--- src/assert_macros.svh ---
// assertion macros for the salsa20 keystream block
// no dependencies
`ifndef ASSERT_MACROS_SVH
`define ASSERT_MACROS_SVH
`ifndef SYNTHESIS
`define ASSERT_IMPLIES(label, clk, rst_n, a, c) \
	label: assert property (@(posedge clk) disable iff (!rst_n) (a) |-> (c)) \
		else $error("assertion failed");
`define ASSERT_NEXT(label, clk, rst_n, a, c) \
	label: assert property (@(posedge clk) disable iff (!rst_n) (a) |=> (c)) \
		else $error("assertion failed");
`else
`define ASSERT_IMPLIES(label, clk, rst_n, a, c)
`define ASSERT_NEXT(label, clk, rst_n, a, c)
`endif
`endif

--- src/s20_pkg.sv ---
// shared types, constants and rotate function for the salsa20 keystream block
// no dependencies
package s20_pkg;
	localparam int DoubleRounds = 10;
	localparam logic [4:0] RoundsLast = 5'(2 * DoubleRounds - 1);
	localparam logic [31:0] Sigma0 = 32'h61707865;
	localparam logic [31:0] Sigma1 = 32'h3320646e;
	localparam logic [31:0] Sigma2 = 32'h79622d32;
	localparam logic [31:0] Sigma3 = 32'h6b206574;
	localparam logic [1:0] RegKey0 = 2'd0;
	localparam logic [1:0] RegKey1 = 2'd1;
	localparam logic [1:0] RegKey2 = 2'd2;
	localparam logic [1:0] RegKey3 = 2'd3;

	typedef struct packed {
		logic [63:0] data;
		logic [3:0]  count;
		logic        new_block;
		logic        first;
		logic [63:0] nonce;
	} cmd_t;

	typedef logic [15:0][31:0] state_t;

	function automatic logic [31:0] rotl(input logic [31:0] v, input int s);
		rotl = (v << s) | (v >> (32 - s));
	endfunction
endpackage

--- src/s20_front.sv ---
// front end: accepts words, saturates counts, marks block starts
// depends on s20_pkg
module s20_front (
	input  logic           clk,
	input  logic           arst_n,
	input  logic           in_valid,
	output logic           in_ready,
	input  logic [63:0]    nonce_in,
	input  logic [63:0]    data_in,
	input  logic [3:0]     byte_count,
	input  logic           first_word,
	output logic           q_valid,
	input  logic           q_ready,
	output s20_pkg::cmd_t  q_cmd
);
	logic [2:0] pos_q;
	logic [1:0] cnt_q;
	logic wr_q, rd_q;
	s20_pkg::cmd_t fifo_q [2];
	s20_pkg::cmd_t cmd;
	logic acc, pop;

	assign in_ready = (cnt_q != 2'd2);
	assign acc = in_valid && in_ready;
	assign q_valid = (cnt_q != 2'd0);
	assign pop = q_valid && q_ready;
	assign q_cmd = fifo_q[rd_q];

	always_comb begin
		cmd.data = data_in;
		cmd.count = (byte_count > 4'd8) ? 4'd8 : byte_count;
		cmd.first = first_word;
		cmd.nonce = nonce_in;
		cmd.new_block = first_word || (pos_q == 3'd0);
	end

	always_ff @(posedge clk or negedge arst_n) begin
		if (!arst_n) begin
			pos_q <= 3'd0;
			cnt_q <= 2'd0;
			wr_q <= 1'b0;
			rd_q <= 1'b0;
		end else begin
			if (acc) begin
				pos_q <= first_word ? 3'd1 : pos_q + 3'd1;
				wr_q <= ~wr_q;
			end
			if (pop) rd_q <= ~rd_q;
			cnt_q <= cnt_q + {1'b0, acc} - {1'b0, pop};
		end
	end

	always_ff @(posedge clk) begin
		if (acc) fifo_q[wr_q] <= cmd;
	end
endmodule

--- src/s20_core.sv ---
// back end: one quarter-round per cycle block generator plus xor
// depends on s20_pkg
module s20_core (
	input  logic           clk,
	input  logic           arst_n,
	input  logic [255:0]   key,
	input  logic           q_valid,
	output logic           q_ready,
	input  s20_pkg::cmd_t  q_cmd,
	output logic           out_valid,
	input  logic           out_ready,
	output logic [63:0]    data_out,
	output logic [3:0]     out_count
);
	typedef enum logic [3:0] {
		IDLE  = 4'b0001,
		ROUND = 4'b0010,
		FIN   = 4'b0100,
		EMIT  = 4'b1000
	} st_t;

	st_t st_q;
	s20_pkg::state_t w_q, init_q;
	logic [63:0] ks_q [8];
	logic [63:0] nonce_q, ctr_q;
	logic [2:0] pos_q;
	logic [4:0] rnd_q;
	logic [1:0] qr_q;
	logic [2:0] fin_q;
	s20_pkg::cmd_t cur_q;
	logic out_free;
	logic [63:0] mask;
	s20_pkg::state_t w_n;
	logic [3:0] ia, ib, ic, id;
	logic [31:0] va, vb, vc, vd;
	s20_pkg::state_t init_n;
	logic [63:0] nonce_n, ctr_n;

	assign out_free = !out_valid || out_ready;
	assign q_ready = (st_q == IDLE) && out_free;

	always_comb begin
		ia = 4'd0; ib = 4'd0; ic = 4'd0; id = 4'd0;
		if (!rnd_q[0]) begin
			unique case (qr_q)
				2'd0: begin ia = 4'd0;  ib = 4'd4;  ic = 4'd8;  id = 4'd12; end
				2'd1: begin ia = 4'd5;  ib = 4'd9;  ic = 4'd13; id = 4'd1;  end
				2'd2: begin ia = 4'd10; ib = 4'd14; ic = 4'd2;  id = 4'd6;  end
				default: begin ia = 4'd15; ib = 4'd3; ic = 4'd7; id = 4'd11; end
			endcase
		end else begin
			unique case (qr_q)
				2'd0: begin ia = 4'd0;  ib = 4'd1;  ic = 4'd2;  id = 4'd3;  end
				2'd1: begin ia = 4'd5;  ib = 4'd6;  ic = 4'd7;  id = 4'd4;  end
				2'd2: begin ia = 4'd10; ib = 4'd11; ic = 4'd8;  id = 4'd9;  end
				default: begin ia = 4'd15; ib = 4'd12; ic = 4'd13; id = 4'd14; end
			endcase
		end
		vb = w_q[ib] ^ s20_pkg::rotl(w_q[ia] + w_q[id], 7);
		vc = w_q[ic] ^ s20_pkg::rotl(vb + w_q[ia], 9);
		vd = w_q[id] ^ s20_pkg::rotl(vc + vb, 13);
		va = w_q[ia] ^ s20_pkg::rotl(vd + vc, 18);
		w_n = w_q;
		w_n[ia] = va;
		w_n[ib] = vb;
		w_n[ic] = vc;
		w_n[id] = vd;
	end

	always_comb begin
		nonce_n = q_cmd.first ? q_cmd.nonce : nonce_q;
		ctr_n = q_cmd.first ? 64'd0 : ctr_q;
		init_n[0] = s20_pkg::Sigma0;
		init_n[5] = s20_pkg::Sigma1;
		init_n[10] = s20_pkg::Sigma2;
		init_n[15] = s20_pkg::Sigma3;
		init_n[1] = key[31:0];
		init_n[2] = key[63:32];
		init_n[3] = key[95:64];
		init_n[4] = key[127:96];
		init_n[11] = key[159:128];
		init_n[12] = key[191:160];
		init_n[13] = key[223:192];
		init_n[14] = key[255:224];
		init_n[6] = nonce_n[31:0];
		init_n[7] = nonce_n[63:32];
		init_n[8] = ctr_n[31:0];
		init_n[9] = ctr_n[63:32];
	end

	always_comb begin
		if (cur_q.count >= 4'd8) mask = '1;
		else mask = (64'd1 << {cur_q.count[2:0], 3'b000}) - 64'd1;
	end

	always_ff @(posedge clk or negedge arst_n) begin
		if (!arst_n) begin
			st_q <= IDLE;
			nonce_q <= 64'd0;
			ctr_q <= 64'd0;
			pos_q <= 3'd0;
			rnd_q <= 5'd0;
			qr_q <= 2'd0;
			fin_q <= 3'd0;
			out_valid <= 1'b0;
		end else begin
			if (out_valid && out_ready) out_valid <= 1'b0;
			unique case (st_q)
				IDLE: begin
					if (q_valid && out_free) begin
						if (q_cmd.new_block) begin
							nonce_q <= nonce_n;
							ctr_q <= ctr_n + 64'd1;
							pos_q <= 3'd0;
							rnd_q <= 5'd0;
							qr_q <= 2'd0;
							st_q <= ROUND;
						end else begin
							st_q <= EMIT;
						end
					end
				end
				ROUND: begin
					qr_q <= qr_q + 2'd1;
					if (qr_q == 2'd3) begin
						rnd_q <= rnd_q + 5'd1;
						if (rnd_q == s20_pkg::RoundsLast) begin
							fin_q <= 3'd0;
							st_q <= FIN;
						end
					end
				end
				FIN: begin
					fin_q <= fin_q + 3'd1;
					if (fin_q == 3'd7) st_q <= EMIT;
				end
				EMIT: begin
					out_valid <= 1'b1;
					pos_q <= pos_q + 3'd1;
					st_q <= IDLE;
				end
				default: st_q <= IDLE;
			endcase
		end
	end

	always_ff @(posedge clk) begin
		if (st_q == IDLE && q_valid && out_free) begin
			cur_q <= q_cmd;
			if (q_cmd.new_block) begin
				init_q <= init_n;
				w_q <= init_n;
			end
		end
		if (st_q == ROUND) w_q <= w_n;
		if (st_q == FIN) begin
			ks_q[fin_q] <= {w_q[{fin_q, 1'b1}] + init_q[{fin_q, 1'b1}],
				w_q[{fin_q, 1'b0}] + init_q[{fin_q, 1'b0}]};
		end
		if (st_q == EMIT) begin
			data_out <= (cur_q.data ^ ks_q[pos_q]) & mask;
			out_count <= cur_q.count;
		end
	end
endmodule

--- src/salsa20_keystream_xor.sv ---
// Salsa20/20 keystream xor, top level with key registers
// depends on s20_pkg, s20_front, s20_core, assert_macros.svh
// Each word passes through the back end's IDLE and EMIT states; a word that opens a 64-byte
// block first runs the ROUND state (one column or row quarter-round per cycle, ten double
// rounds) and then FIN, which adds the input state. A two-entry queue lets the front
// accept while a block is made.
`include "assert_macros.svh"
module salsa20_keystream_xor (
	input  logic        clk,
	input  logic        arst_n,
	input  logic        cfg_we,
	input  logic [1:0]  cfg_index,
	input  logic [63:0] cfg_data,
	input  logic        in_valid,
	output logic        in_ready,
	input  logic [63:0] nonce_in,
	input  logic [63:0] data_in,
	input  logic [3:0]  byte_count,
	input  logic        first_word,
	output logic        out_valid,
	input  logic        out_ready,
	output logic [63:0] data_out,
	output logic [3:0]  out_count
);
	logic [255:0] key_q;
	logic q_valid, q_ready;
	s20_pkg::cmd_t q_cmd;

	always_ff @(posedge clk or negedge arst_n) begin
		if (!arst_n) begin
			key_q <= '0;
		end else if (cfg_we) begin
			unique case (cfg_index)
				s20_pkg::RegKey0: key_q[63:0] <= cfg_data;
				s20_pkg::RegKey1: key_q[127:64] <= cfg_data;
				s20_pkg::RegKey2: key_q[191:128] <= cfg_data;
				s20_pkg::RegKey3: key_q[255:192] <= cfg_data;
				default: key_q <= key_q;
			endcase
		end
	end

	s20_front u_front (
		.clk, .arst_n, .in_valid, .in_ready, .nonce_in, .data_in, .byte_count,
		.first_word, .q_valid, .q_ready, .q_cmd
	);

	s20_core u_core (
		.clk, .arst_n, .key(key_q), .q_valid, .q_ready, .q_cmd,
		.out_valid, .out_ready, .data_out, .out_count
	);

	`ASSERT_NEXT(a_out_hold, clk, arst_n, out_valid && !out_ready, out_valid && $stable(data_out))
	`ASSERT_IMPLIES(a_count_range, clk, arst_n, out_valid, out_count <= 4'd8)
	`ASSERT_IMPLIES(a_pop_free, clk, arst_n, q_valid && q_ready, !out_valid || out_ready)
endmodule
--- config.mk ---
export PLATFORM = sky130hd
export DESIGN_NAME = salsa20_keystream_xor
export DESIGN_NICKNAME = d
export VERILOG_FILES = /design/src/s20_pkg.sv /design/src/s20_front.sv /design/src/s20_core.sv /design/src/salsa20_keystream_xor.sv
export VERILOG_INCLUDE_DIRS = /design/src /design/src/src
export SDC_FILE = /design/constraint.sdc
export NUM_CORES = 2
export LEC_CHECK = 0
export BUFFER_PORTS_ARGS = -buffer_cell sky130_fd_sc_hd__buf_2
export CORE_MARGIN = 1
export CORE_UTILIZATION = 35
export CTS_CLUSTER_SIZE = 12
export DETAILED_ROUTE_END_ITERATION = 10
export PLACE_DENSITY = 0.56
export SYNTH_ARGS = -nofsm -noshare
export SYNTH_HDL_FRONTEND = slang
export SYNTH_HIERARCHICAL = 1
export SYNTH_SLANG_ARGS = --single-unit
--- constraint.sdc ---
create_clock -name clk -period 30.5 [get_ports clk]
set_clock_uncertainty 0.2 [all_clocks]
set_input_delay 3.05 -clock clk [delete_from_list [all_inputs] [get_ports clk]]
set_output_delay 3.05 -clock clk [all_outputs]
set_load 0.02 [all_outputs]
==> run metrics <==
fin cells 13.8k; f_max 47.8 MHz; num ports 274; Maximum Capacitance Violations 11; initial drt markers 15.1k; Cell variety after synth 111; Reg clk slew, reported paths 60 ps; Required @ worst endpoint 30990 ps; worst r2r path cells 56; Max Slew Vio Count 33; violated checks max-capacitance violations, max-slew violations; cell count after placement 13.3k; root buf cell clkbuf_16; M1 wire length 259000 um; final hold vios 0; Worst Hold Class flop to flop; area delta synth->final 15.3%; Crit Path Category flop to flop; Synth Area in Adders 2.38%; largest net degree at the start of global routing 142; fillers 29.7k; async set-reset flop share out of synthesis 18.4%; clk sinks 2221; Final setup violation count 0; sequential cell area 64700 um^2; CTS Hold Buffers Added 0; unrepaired setup endpoints after global routing false; clock latency at the later pin of the worst-skew pair 970 ps; outcome finished with violations; CORE AREA 315000 um^2; # H-tree levels 4; R2R Setup Slk 9570 ps; CP arrival 21410 ps; CTS buffer count 245; die width 566 um; Yosys top cell by area edfxtp_1; routability cong. 1.11; Die Area 320000 um^2; DRC Markers 0; CP most frequent cell o21ai_0; Post-Synth XOR/XNOR Area 3.50%; syn nets 9429; FF-to-FF End u_core/w_q[493]; Post-Syn Instances 9018; #FFs+latches synth 2221; FP Rows 206; ranking of synthesized cells by area edfxtp_1, dfrtp_1, mux4_2; Slew @ Worst Pin 1730 ps; mean routed wirelength per cell 48.2 um; crit path max fanout 39; Port-buffer cells 273; DR pass1 iterations 10; clk buf depth 4; mean area per synthesized cell 12.3 um^2; final worst setup slack 9570 ps; pre-CTS setup slack 10430 ps; worst r2r src u_core/qr_q[0]; drt via density 6.53; post-CTS setup buffer count 0; dominant synthesized flop cell edfxtp_1; CTS resizes 0; Post-Route Setup TNS 0 ps; Compound-Gate Fraction of Synth Area 13.3%; Synthesis Warnings 6; post-synthesis mux area share 10.9%; routed length on met3 79700 um; top-count cell post-synth edfxtp_1; mapped cell area 111000 um^2; vias in the first global route 82.8k; Tmin final 20930 ps; CTS tree built; Tcrit/Tclk final 68.6%; area of the multi-input gates 44600 um^2; starting density of the core 35.2%; all-layer global routing usage 41.0%; Final Instance Area 128000 um^2; Area after DPL 120000 um^2; Simple-Gate Fraction of Synth Area 9.07%; Routed WL 668000 um; register area share after synthesis 58.1%; main combinational cell family by area after synthesis compound AO/OA/AOI/OAI gates; Commonest cells post-synth edfxtp_1, nor2_1, nand2_1, a21oi_1, o21ai_0; Slew Limit Headroom -16.1%; top layer in use met5; first-pass GRT wire length 851000 um; startpoint types flop; CP endpoint kind flop; DP HPWL 510000 um; initial antenna violation count 176; Crit-path slowest cell xor2_1; # nets final 9807; share of cells above drive strength 1 20.0%; die height 566 um; Worst Setup EP u_core/w_q[493]; Synth top area share 48.9%; post-route antenna net violation count 0; total grt overflow 0; CP max stage delay 1160 ps; met2 WL 262000 um; Worst Setup SP u_core/qr_q[0]; EDFF count, synth 1812; via count 90.4k
-- cell families after synthesis --
logic type,Yosys count
multiplexers,894
buffers and inverters,754
adder cells (fa/ha/maj),208
flip-flops,2221
AND/OR/NAND/NOR,2296
XOR/XNOR,437
AO/OA/AOI/OAI,2208
-- layer usage --
layer  vias to the layer above  global-route usage [%]
li1                      35300                       -
met1                     46500                    52.7
met2                      6994                    55.6
met3                      1682                    13.7
met4                        44                    33.8
met5                         -                       0
-- worst min-delay path by stage --
stage	endpoint	start	depth (start not counted)
floorplan	u_core/out_count[0]	u_core/cur_q[66]	0
global placement	u_core/nonce_q[26]	u_core/nonce_q[26]	2
detailed placement	u_core/init_q[401]	key_q[177]	0
CTS	u_core/init_q[38]	key_q[6]	0
global route	u_core/init_q[462]	key_q[238]	0
finish	u_core/init_q[38]	key_q[6]	0
-- state kept, by name, summed over array words and instances, names as in the netlist, 4 cells and up --
signal            count
u_core/out_count      4
u_core/rnd_q          5
u_core/ctr_q         64
u_core/cur_q         68
u_core/init_q       384
u_core/st_q           4
u_front/fifo_q      268
u_core/w_q          512
key_q               256
u_core/data_out      64
u_core/nonce_q       64
u_core/ks_q         512
-- worst max-delay path: cells and delay by family (launching register included) --
| kind | cells | cell delay, ps |
|---|---|---|
| AO/OA/AOI/OAI | 28 | 8380 |
| XOR/XNOR | 4 | 2580 |
| adder cells (fa/ha/maj) | 5 | 2380 |
| buffers and inverters | 8 | 3770 |
| flip-flops | 1 | 370 |
| AND/OR/NAND/NOR | 11 | 2870 |
-- cell type report --
cell class | count | area share (%)
sequential | 2221 | 50.5
clock inverter | 91 | 0.815
tap | 4160 | 4.06
antenna | 89 | 0.174
inverter | 174 | 0.519
timing repair buffer | 711 | 3.74
multi-input combinational | 6043 | 34.8
clock buffer | 358 | 5.45
-- cell usage in the layout (no fill, tap or decap), drive strengths merged, types with 84 or more instances in the layout --
cell type	netlist	routed
edfxtp	1812	1812
o21ai	487	487
a221oi	317	317
diode	0	89
ha	201	201
mux2i	239	239
nand3	187	187
mux4	167	167
buf	144	711
clkbuf	436	358
a22oi	84	84
inv	171	180
nor3	122	122
dfrtp	408	408
xnor2	274	274
o22ai	202	202
nand2	807	807
a21oi	450	450
a21o	91	91
nor2	841	841
nor2b	117	117
xor2	163	163
mux2	488	488
-- through the flow --
stage               utilization (%)  hold WS, ps
global route                   40.6          249
floorplan                         -          224
global placement               38.0          254
finish                         40.6          214
detailed placement             38.0          256
CTS                            40.6          224
Power is not shown: default switching activity piles up to over one toggle a cycle in this logic, so the estimate is an artifact.
